[config.mk]
export PLATFORM = sky130hd
export DESIGN_NAME = iia_cell
export DESIGN_NICKNAME = d
export VERILOG_FILES = /design/src/rtl/iia_pkg.sv /design/src/rtl/iia_cell.sv
export SDC_FILE = /design/constraint.sdc
export NUM_CORES = 1
export LEC_CHECK = 0
export BUFFER_PORTS_ARGS = -buffer_cell sky130_fd_sc_hd__buf_2
export CAP_MARGIN = 40
export CORE_ASPECT_RATIO = 0.6
export CORE_UTILIZATION = 35
export CTS_CLUSTER_DIAMETER = 150
export DETAILED_ROUTE_END_ITERATION = 12
export PLACE_DENSITY = 0.69
export SLEW_MARGIN = 20
export SYNTH_ARGS = -nofsm -noshare
export SYNTH_HDL_FRONTEND = slang
export SYNTH_SLANG_ARGS = --single-unit
[constraint.sdc]
create_clock -name clk -period 5.9 [get_ports clk]
set_input_delay 1.18 -clock clk [delete_from_list [all_inputs] [get_ports clk]]
set_output_delay 1.18 -clock clk [all_outputs]
set_load 0.05 [all_outputs]
[src/rtl/iia_pkg.sv]
// ----------------------------------------------------------------------------
// iia_pkg
// Shared types and constants for the indexed insert array.
// ----------------------------------------------------------------------------
package iia_pkg;

  localparam int DEF_CAPACITY   = 64;
  localparam int DEF_ELEM_WIDTH = 32;
  localparam int DEF_COUNT_W    = 7;
  localparam int KIND_W         = 2;
  localparam int POS_W          = 8;
  localparam int VALUE_W        = 32;
  localparam int READ_W         = 32;
  localparam int STATUS_W       = 2;

  typedef enum logic [KIND_W-1:0] {
    KIND_INSERT = 2'd0,
    KIND_APPEND = 2'd1,
    KIND_ASSIGN = 2'd2,
    KIND_READ   = 2'd3
  } kind_t;

  typedef enum logic [STATUS_W-1:0] {
    STATUS_OK    = 2'd0,
    STATUS_RANGE = 2'd1,
    STATUS_FULL  = 2'd2
  } status_t;

  typedef enum logic {
    ST_IDLE = 1'b0,
    ST_READ = 1'b1
  } state_t;

  // control broadcast to every cell of the chain
  typedef struct packed {
    logic insert_en;
    logic assign_en;
    logic rd_load;
    logic rd_shift;
  } cell_ctl_t;

endpackage

[src/rtl/iia_cell.sv]
// ----------------------------------------------------------------------------
// iia_cell
// One storage slot of the array with its own read shift stage.
// ----------------------------------------------------------------------------
module iia_cell import iia_pkg::*; #(
  parameter int ELEM_WIDTH = DEF_ELEM_WIDTH,
  parameter int IDX_W      = 6,
  parameter int INDEX      = 0
) (
  input  logic                  clk,
  input  cell_ctl_t             ctl,
  input  logic [IDX_W-1:0]      target,
  input  logic [ELEM_WIDTH-1:0] value,
  input  logic [ELEM_WIDTH-1:0] prev_entry,
  input  logic [ELEM_WIDTH-1:0] rd_in,
  output logic [ELEM_WIDTH-1:0] entry,
  output logic [ELEM_WIDTH-1:0] rd
);

  logic hit;
  logic above;

  assign hit   = (target == IDX_W'(INDEX));
  assign above = (target < IDX_W'(INDEX));

  always_ff @(posedge clk) begin
    if (ctl.insert_en) begin
      if (above) begin
        entry <= prev_entry;
      end else if (hit) begin
        entry <= value;
      end
    end else if (ctl.assign_en && hit) begin
      entry <= value;
    end
  end

  // read path: selected slot loads, then words walk toward slot zero
  always_ff @(posedge clk) begin
    if (ctl.rd_load) begin
      rd <= hit ? entry : '0;
    end else if (ctl.rd_shift) begin
      rd <= rd_in;
    end
  end

endmodule

==> results of run 1 <==
-- worst max path at each step --
stage                     startpoint  cells after the start        end
after detailed placement   target[5]                      5  entry[11]
after CTS                  target[5]                      5  entry[11]
after global routing       target[5]                      5  entry[15]
after floorplan            target[5]                      3   entry[0]
final                      target[5]                      5   entry[6]
after global placement        ctl[1]                      3     rd[21]
-- critical path, stage by stage --
cell	delay (ns)
buf_2	0.11
nor4_4	0.26
buf_4	0.39
o211a_1	0.25
buf_4	0.40
-- metal layers --
metal | GRT usage [%] | vias up
met1 | 20.4 | 886
met4 | 6.83 | 0
met2 | 25.9 | 93
met5 | 0 | -
li1 | - | 876
met3 | 7.35 | 9
-- cells in the final DEF, fill, tap and decap left out --
cell and count:
clkinvlp_4 2, a41o_1 29, buf_2 138, bufinv_16 1, edfxtp_1 64, or2_2 1
clkbuf_16 9, a41o_2 3, clkbuf_1 1, nor4_4 1, clkinv_2 3, nor2b_1 32
o211a_1 1, buf_4 4, buf_16 1, nor2_2 1
-- cells by family after synthesis --
family	after synthesis
compound gates	33
flops	64
buf+inv	13
simple gates	35
-- power breakdown --
part	leakage, nW	internal (mW)	switching [mW]	total, mW
combinational	0.964	0.0462	0.103	0.149
clock	0.138	0.324	0.182	0.506
sequential	0.635	0.522	0.00484	0.527
-- through the flow --
stage / area [µm²] / total power, mW / util, % / cells / hold slack (ns)
2_1_floorplan: 2570 / 0.636 / - / 145 / 0.941
3_3_place_gp: 3320 / 0.682 / 48.3 / 361 / 0.572
3_5_place_dp: 3320 / 0.684 / 48.3 / 361 / 0.581
4_1_cts: 3610 / 1.20 / 52.5 / 377 / 0.596
5_1_grt: 3640 / 1.22 / 52.9 / 378 / 0.613
6_report: 3640 / 1.18 / 52.9 / 378 / 0.595
-- final cells by class --
type	count	area share (%)
multi-input cells	68	15.6
clock buffers	10	6.30
repair buffers	143	20.6
clock inverters	6	1.65
flip-flops and latches	64	52.9
well taps	87	2.99
-- Yosys cell counts (all sizes together) --
library cell  instances
nor2                  1
nor2b                32
a41o                 32
nor4                  1
edfxtp               64
clkbuf                4
or2                   1
o211a                 1
buf                   9
-- sequential cells by signal (all words and copies together) (netlist names) --
| register | count |
|---|---|
| entry | 32 |
| rd | 32 |
==> results by stage, run 1 <==
Floorplanning:
- In this run the core area contains 23 standard-cell rows.
- For this configuration, the core starts out at a cell density of 37.3%.
- Pin placement for this block handled 171 I/O pins.
- The total die area is 7690 µm².
- The overall die height is 68.3 µm.
- The die width is 113 µm.
- The region available for standard cell placement spans 6880 µm².

Detailed routing:
- In the routed layout, each cell is associated on average with a via count of 4.93.
- The routed metal-1 wire length is 2840 µm.
- The routed design uses 2760 µm of met2 wire.
- The final wirelength is 6240 µm.
- The final routed wire length divided by cell count is around 17 µm.
- The detail route stage leaves a number of antenna-violating nets equal to 0.
- In the routed design, unresolved DRC markers number 0.
- The first-pass iteration count of the detailed router is 4.
- The total length of routed met3 wires is approximately 570 µm.
- After the first detailed-routing iteration, the DRC count stood at 111.
- The via count is 1864.
- Signal routing reaches up to met4.

Timing:
- Setup violations remaining at the end of the flow were counted as 0.
- The final max-slew violation count was 0.
- Headroom to the max-slew limit came out at 57.2%.
- The total negative setup slack is 0 ns.
- The final clock skew is roughly 0.0042 ns.
- The share of the clock period used by the worst path is 44.9%.
- Setup slack on the critical path of the routed design comes to 3.25 ns.
- The number of hold violations in the final report is 0.
- For the pin with the worst max-slew slack, the measured transition is 0.641 ns.
- After layout, the minimum clock period comes to 2.65 ns.
- The highest achievable clock rate is 378 MHz.
- Setup repair after global routing left no endpoint under its margin.

Synth:
- The fraction of the mapped netlist area in simple logic gates is 9.02%.
- The number of library cell types mapped by synthesis is 11.
- edfxtp_1 takes more of the synthesized area than any other cell.
- For this run, the number of Yosys warnings is 0.
- After synthesis, the share of cell area in mux cells is 0%.
- By area the synthesized netlist is led by edfxtp_1, a41o_1, nor2b_1.
- The synthesized instance count is ~150.
- The synthesized netlist devotes 13.0% of its cell area to compound gates.
- Dividing the synthesized area by the synthesized cell count gives 17.7 µm².
- After synthesis the netlist holds a flip-flop and latch count of 64.
- The summed instance area of the synthesized netlist is 2570 µm².
- The number of nets handed over by synthesis was ~250.
- The proportion of synthesized chip area in sequential cells is between 70 and 80%.
- The xor-xnor portion of the synthesized cell area is 0%.
- The share of synthesized area in the top cell type comes to 74.9%.
- By area, the combinational part of the netlist is dominated by compound AO/OA/AOI/OAI gates.
- The adder and majority gate portion of the synthesized area is 0%.

GRT:
- The number of antenna violations at the first check in global routing is 0.
- The number of global-route vias before repair came to 1806.
- Entering global routing, the biggest net connects 66 pins.
- For this run the aggregate overflow at the end of global routing stands at 0.
- Global routing used about 17% of the available tracks across all layers.
- The first global-routing pass estimated 9230 µm of wire.

Final layout:
- In the final layout, flip-flops and latches occupy 1920 µm².
- The growth of design area from synthesis to finish is 41.7%.
- The total number of nets in the final design is a little under 400.
- After filler insertion, the fill cell instance count of the layout stands at 591.
- In the final layout, the multi-input gates occupy 568 µm².
- The count of inserted antenna diode cells is 0.
- The fraction of layout cells with a size suffix above 1 is 56.4%.

Critical path:
- The required arrival time at the worst endpoint is 5.87 ns.
- The largest fanout on the critical path is 33.
- The startpoint identified for the worst register-to-register timing path is entry[11].
- Measured in cells, the most critical reg-to-reg path has a length of 1.
- The endpoint type of the worst setup path is a register.
- The critical path in this run is classified as primary input to register.
- The reg-to-reg critical path endpoint is rd[11].
- The worst register-to-register path has a setup slack of 5.01 ns.
- The element type at the critical path start is a primary input.
- The data arrival time of the critical path is 2.62 ns.

Clocking:
- In this run the post-CTS setup repair buffer count came out at 0.
- The later pin in the worst-skew pair is clocked with a latency of 0.32 ns.
- The number of resized instances in the post-cts repair step is 0.
- The H-tree level count is 3.
- The hold buffer count at CTS is 0.
- In this run the clock root is driven by a clkbuf_16.
- The clock drives 64 sinks.
- After clock tree synthesis, the clock-pin slew on the worst setup and hold paths is 0.05 ns.
- The clock passes through at most 2 buffers.
- TritonCTS built the clock tree.
- In this run, CTS created clock tree buffers numbering 9.

Place:
- At the placement stage, the worst setup path has a slack of between 2 and 3 ns.
- In this run the tool buffered the top-level ports with 138 buffer cells.
- The final estimated routing congestion in global placement is 0.715.
- The half-perimeter wire length of the detailed placement result is 4150 µm.

Flow run:
- The number of violations of the max-capacitance limit is 0.

Status:
- The run finished with clean final reports.

Pwr:
- For this design the static power due to leakage is between 1.5 and 2 nW.
- The worst-case IR drop observed on VDD is around 0.19 mV.
- The power density over the cells is 325 nW/µm².

Min path:
- The worst min-delay path category is register to register.
- The cell depth of the worst min-delay path is 1.
- The startpoint of the tightest hold check path is entry[16].
- The sink of the worst hold path is rd[16].
Power figures use the tool's default switching activity.
==> run 2: changes to the inputs <==
--- a/config.mk
+++ b/config.mk
@@ -11,7 +11,7 @@
 export CORE_UTILIZATION = 35
 export CTS_CLUSTER_DIAMETER = 150
 export DETAILED_ROUTE_END_ITERATION = 12
-export PLACE_DENSITY = 0.69
+export PLACE_DENSITY = 0.72
 export SLEW_MARGIN = 20
 export SYNTH_ARGS = -nofsm -noshare
 export SYNTH_HDL_FRONTEND = slang
==> constraint.sdc (replaced) <==
create_clock -name clk -period 2.27 [get_ports clk]
set_input_delay 0.454 -clock clk [delete_from_list [all_inputs] [get_ports clk]]
set_output_delay 0.454 -clock clk [all_outputs]
set_load 0.05 [all_outputs]
==> run 2 against run 1 <==
  * Register-to-register slack lost 3.6 ns
  * Power grew 150%
  * Combinational power grew to 2.6 times the previous value
  * Clock power grew 130%
  * Final cell count grew 0.26%
  * Routed wire length shrank 2.0%
  * Via count shrank 0.16%
  * Sequential power grew to 2.6 times the previous value
  * Sequential cell count is the same
  * Setup slack lost 2.4 ns
  * Worst hold slack lost 0.30 ns
  * Critical path depth shrank 4
  * Highest routed layer unchanged
==> results by stage, run 2 (synthesized netlist as in run 1, its figures left out) <==
Status:
- The run finished with clean final reports.

Clocking:
- The hold buffer count at CTS is 0.
- The clock insertion delay at the later pin of the skew report is about 0.33 ns.
- The maximum buffer depth of the clock tree is 2.
- The clock drives 64 sinks.
- The CTS tree is built.
- The H-tree level count is 3.
- The number of buffers added for setup after CTS is 0.
- The number of buffers added by the clock tree synthesis step is 9.
- The root cell of the clock tree is clkbuf_16.
- The clock transition time at the flip-flop clock pins of the worst setup and hold paths is 0.05 ns.
- The number of resized instances in the post-cts repair step is 0.

Place:
- After legalization and detailed placement, the total HPWL measured 4300 µm.
- The final estimated routing congestion in global placement is 0.699.
- Prior to clock tree synthesis, the placed netlist has a worst setup slack of 0.560 ns.
- In this run the cell area measured after placement is 3350 µm².
- The count of input and output buffers is 138.

Floorplanning:
- The floorplan has 23 rows.
- The die width is between 100 and 150 µm.
- The overall die height is approximately 68 µm.
- During I/O placement, the number of pins put on the boundary was 171.
- The placeable core region is 6880 µm².
- The effective utilization at floorplan is between 30 and 40%.
- The die covers a little under 8000 µm².

Final layout:
- Leaving out fill and tap cells, the most frequent cells in the layout are buf_2, edfxtp_1, nor2b_1, a41o_1, clkbuf_16.
- The fill cell total of the finished layout is 612.
- 0 antenna diodes ended up in the layout.
- The total number of nets in the final design is 395.
- After routing the design area is between 3000 and 4000 µm².
- The multi-input combinational cell area is roughly 570 µm².
- The footprint of the flip-flops and latches is about 1900 µm².
- Of the cells placed in the final design, the portion with a size suffix greater than 1 is 56.2%.
- The most common library cell in the layout ignoring fill and taps is buf_2.
- From synthesis to final layout, the design area changed by 41.1%.
- The largest registers in the layout are entry (32), rd (32).

Flow run:
- Across the run, the number of max-cap violations was 0.

Timing:
- Setup repair after global routing left no endpoint under its margin.
- Dividing the final minimum period by the clock period gives 62.3%.
- The transition time at the pin with the least slew margin is between 0.3 and 0.4 ns.
- After routing, the total negative slack on setup checks comes to 0 ns.
- Hold timing on the final database bottoms out at a slack of 0.299 ns.
- On the final layout, the worst clock skew is ~0.0022 ns.
- Derived from the worst setup path, the maximum achievable clock frequency is approximately 700 MHz.
- The final max-slew violation count is 0.
- Setup violations remaining at the end of the flow were counted as 0.
- The worst max-slew margin expressed relative to the limit is 75.0%.
- The setup slack after layout is 0.855 ns.
- The number of hold violations in the final report was 0.
- The clock period minus worst slack is 1.42 ns.

Min path:
- The path class of the tightest hold or removal check is primary input to register.
- The worst hold path begins at value[26].
- The path with the worst hold slack has its endpoint at entry[26].
- Along the worst hold path, the cell count comes to 1.

Pwr:
- The leakage component of the power is 1.74 nW.
- Across the VDD grid, the largest voltage drop is 0.405 mV.
- For this design the ratio of total power to cell area is ~800 nW/µm².

Critical path:
- The type of the worst setup path is register to output port.
- The endpoint type of the worst setup path is an output port.
- Together, buffers and inverters on the worst path number 1.
- The element type at the critical path start is a register.
- Walking the worst path, the cells encountered are buf_2.
- The largest single stage delay on the critical path is 0.40 ns.
- The reg-to-reg critical path endpoint is rd[0].
- The slowest stage of the critical path belongs to the cell edfxtp_1.
- Data on the critical path arrives at its endpoint at between 0.9 and 1 ns.
- Measured in cells, the most critical reg-to-reg path has a length of 1.
- The startpoint identified for the worst register-to-register timing path is entry[0].
- Grouping stages by cell kind, the critical path spends the most delay in flip-flops.
- The largest fanout on the critical path is 2.
- Across all register-to-register paths, the minimum setup slack is 1.37 ns.
- The required arrival time at the worst endpoint is ~1.8 ns.

Detailed routing:
- In the final routed layout, each cell accounts on average for 16.1 µm.
- The count of nets left with antenna violations once routing finished came out at 0.
- The via-per-instance ratio is between 4 and 5.
- For this run, the detailed router's first-pass iteration total came to 4.
- The routed layout has about 1900 vias.
- After detailed routing, the total wire length is 6120 µm.
- The detailed-route DRC error count is 0.
- The iteration-0 DRC count of the detailed router is 85.

GRT:
- Entering global routing, the biggest net connects 35 pins.
- The number of global-route vias before repair is 1759.
- The number of antenna violations at the first check in global routing is 0.
- The wire length of the first global-routing pass is 8950 µm.
- The combined global-route utilization of all metal layers is 16.4%.
- For this run the aggregate overflow at the end of global routing stands at 0.
run 2: changes by cell type in the layout (fill, tap and decap cells not counted), sizes merged:
| cell | change |
|---|---|
| bufinv | -1 |
| clkinvlp | -2 |
| buf | +2 |
| clkinv | +3 |
| clkbuf | -1 |
run 2: worst max path at each step:
stage	startpoint	slack, ns	to	cells after the start
3_5_place_dp	target[5]	0.56	entry[13]	4
3_3_place_gp	target[5]	0.54	rd[31]	4
6_report	entry[0]	0.85	entry[0]	1
4_1_cts	entry[11]	0.84	entry[11]	1
5_1_grt	entry[11]	0.81	entry[11]	1
2_1_floorplan	target[5]	0.09	entry[0]	3
run 2: stage by stage:
step / cells / total power, mW / util, %
finish: 379 / 2.93 / 52.6
global placement: 363 / 1.77 / 48.7
global route: 379 / 3.03 / 52.6
detailed placement: 363 / 1.78 / 48.7
CTS: 378 / 2.96 / 52.3
floorplan: 145 / 1.65 / -
run 2: layer usage:
layer	global-route usage (%)	vias to the layer above	share of wire (%)
met1	20.2	861	44
met5	0	-	0
li1	-	878	-
met2	24.7	113	44
met4	8.00	0	1.1
met3	7.62	9	11
run 2: cell type report:
type | instances | share of cell area, %
flip-flops and latches | 64 | 53.1
repair buffers | 145 | 21.2
multi-input cells | 68 | 15.7
clock buffers | 9 | 6.22
well taps | 87 | 3.01
clock inverters | 6 | 0.760
run 2: where the power goes:
group	total (mW)	internal (mW)	leakage, nW	switching (mW)
clock network	1.17	0.714	0.130	0.455
logic	0.389	0.122	0.973	0.267
registers	1.37	1.36	0.635	0.0130
total	2.93	2.19	1.74	0.736
==> run 3: changes to the inputs <==
==> constraint.sdc (replaced) <==
create_clock -name clk -period 1.2 [get_ports clk]
set_input_delay 0.24 -clock clk [delete_from_list [all_inputs] [get_ports clk]]
set_output_delay 0.24 -clock clk [all_outputs]
set_load 0.05 [all_outputs]
==> run 3 against run 2 <==
  * Clock skew rose by 0.00053 ns
  * Die area did not move
  * Power rose by 90%
  * Final area rose by 5.2%
  * Combinational power rose by 93%
  * Global-route usage rose by 1.1 points
  * Via count rose by 1.1%
  * Sequential power rose by 90%
  * Highest routed layer unchanged
==> results by stage, run 3 (synthesized netlist as in run 1, its figures left out) <==
Pwr:
- Across the VDD grid, the largest voltage drop is approximately 0.78 mV.
- The power density over the cells is 1460 nW/µm².
- The analysis attributes to cell leakage a power of 1.79 nW.
- Overall power consumption after layout is estimated at about 5.6 mW.

Final layout:
- The largest registers in the layout are entry (32), rd (32).
- In the layout the commonest cells are buf_2, edfxtp_1, nor2b_1, a41o_1, buf_4.
- The growth of design area from synthesis to finish is 48.4%.
- The count of inserted antenna diode cells is 0.
- The final core utilization is 55.4%.
- The total number of nets in the final design is roughly 400.
- The post-route netlist has 55.9% of its cells at a drive strength greater than 1.
- After routing the design area is 3810 µm².
- The filler-free cell count of the finished design is 382.
- Leaving out fill and tap cells, the most frequent cell in the layout is buf_2.

Place:
- The post-detailed-placement cell area is around 3400 µm².
- The count of buffers added on input and output ports is 138.
- The half-perimeter wire length of the detailed placement result is ~4400 µm.
- The number of placed instances, taps included is 367.
- Routability-driven placement finished with a final weighted congestion of around 0.7.

Detailed routing:
- The first detailed-routing pass took 4 iterations.
- The via-per-instance ratio is 4.92.
- In the final routed layout, each cell accounts on average for 16.9 µm.
- The detailed-route DRC error count is 0.
- For this block, the initial DRC count from the detailed router was 124.
- The final wirelength is between 6000 and 7000 µm.
- The remaining antenna violation count is 0.
- The final route contains 1881 vias.

Critical path:
- The critical path is of the register to output port type.
- The worst setup path is launched from a register.
- In this run the number of cells on the critical path is 1.
- Traced cell by cell, the critical path runs through buf_6.
- The setup slack of the most critical reg-to-reg path is 0.22 ns.
- The critical path buffer and inverter count is 1.
- The slowest cell on the critical path is edfxtp_1.
- In this run the critical register-to-register path is captured at rd[12].
- The data arrival time of the critical path is slightly above 0.9 ns.
- The startpoint identified for the worst register-to-register timing path is entry[12].
- The cell type group with the largest total delay on the critical path is flip-flops.
- Data on the critical path is required at its endpoint by 0.96 ns.
- The capturing element of the worst setup path is entry[24].
- The logic depth of the worst register-to-register path is 2.
- The largest fanout on the critical path is 2.
- Tracing the worst setup path back leads to its startpoint at entry[24].
- On the worst path, the slowest cell contributes a delay of 0.43 ns.
- The worst setup path is captured at an output port.

Timing:
- The number of hold violations in the final report came to 0.
- The total negative setup slack is 0 ns.
- The transition time at the pin with the least slew margin is 0.481 ns.
- After layout, the minimum clock period comes to 1.17 ns.
- The share of the clock period used by the worst path is approximately 98%.
- The final max-slew violation count was 0.
- The final clock skew is 0.00271 ns.
- The setup-violating endpoint count in the final report is 0.
- Timing would allow up to 853 MHz.
- The worst pin sits at a relative slew slack of 68.0%.

Min path:
- The worst min-delay path category is primary input to register.

Status:
- The flow ran to the end, and the final reports show no timing, DRC or antenna violations.

Clocking:
- The hold buffer count at CTS is 0.
- The clock transition time at the flip-flop clock pins of the worst setup and hold paths is 0.05 ns.
- TritonCTS created 9 clock buffers.
- Counting along the longest clock path gives a buffer depth of 2.
- In this run the clock root is driven by a clkbuf_16.
- The count of clock tree sinks is 64.
- TritonCTS built the clock tree.
- The H-tree level count is 3.
- The clock insertion delay at the later pin of the skew report is 0.32 ns.

GRT:
- The wire length of the first global-routing pass is approximately 9500 µm.
- For this run the aggregate overflow at the end of global routing stands at 0.
- The maximum number of pins on one net before global-route repair is 33.
- In the global route stage, met3 resource usage came out at 6.91%.
- Across every metal layer, demand over resource in global routing totals 17.5%.
- The number of antenna violations at the first check in global routing came to 0.
- The number of global-route vias before repair is 1800.
- The routing usage on met2 is 27.8%.
- The global-route met1 utilization is 21.1%.
- The peak-usage layer in the global routing report is met2.

Flow run:
- The number of violations of the max-capacitance limit is 0.

Floorplanning:
- The effective utilization at floorplan is between 30 and 40%.
- The die is 113 µm wide.
- The placeable core region is between 6000 and 7000 µm².
- The overall die height is 68.3 µm.
- The top-level I/O count is roughly 170.
- The die covers between 7000 and 8000 µm².
- The number of cell rows is 23.
==> run 3: cell types whose count changed in the layout (fill, tap and decap cells not counted), moves of 2 or more <==
| cell | before | now |
|---|---|---|
| buf_4 | 5 | 20 |
| buf_6 | 0 | 18 |
| buf_2 | 138 | 107 |
| clkbuf_1 | 0 | 2 |
| clkinv_2 | 4 | 0 |
==> run 3: where the power goes <==
group          leakage, nW  switching (mW)  internal, mW  total [mW]
Combinational         1.04           0.509         0.244       0.752
Sequential           0.635          0.0267          2.57        2.60
Clock                0.118           0.853          1.35        2.20
Total                 1.79            1.39          4.16        5.55
==> run 3: layout make-up <==
class	count	area, µm²
clock buffers	11	233
clock inverters	3	11.3
fillers	600	3070
multi-input cells	68	578
flip-flops and latches	64	1920
well taps	87	109
repair buffers	149	956
==> run 3: what timing repair did <==
item	CTS	global route
endpoints found under the setup margin	15	24
gates cloned	0	0
setup buffers	0	1
gates resized for setup	19	45
==> run 3: how the worst min path moves through the flow <==
stage                          from         to  slack, ns  cells past startpoint
after global placement    value[31]  entry[31]       0.42                      1
final                     value[27]  entry[27]       0.09                      1
after global routing      value[31]  entry[31]       0.07                      1
after floorplan            value[0]   entry[0]       0.34                      0
after CTS                 value[30]  entry[30]       0.07                      1
after detailed placement  value[27]  entry[27]       0.42                      1
==> run 3: per-layer routing <==
metal  vias to the layer above  routed length, µm  part of all wire [%]
met5                         -                  0                     0
met4                         0                104                   1.6
met3                         8                547                   8.5
met2                        94               3050                    47
met1                       893               2750                    43
li1                        886                  -                     -
==> run 3: stage by stage <==
stage | hold slack, ns | setup WS [ns]
final | 0.0893 | 0.0275
after global routing | 0.0721 | -0.0120
after CTS | 0.0692 | 0.000354
after detailed placement | 0.418 | -0.225
after global placement | 0.416 | -0.202
after floorplan | 0.339 | -0.354
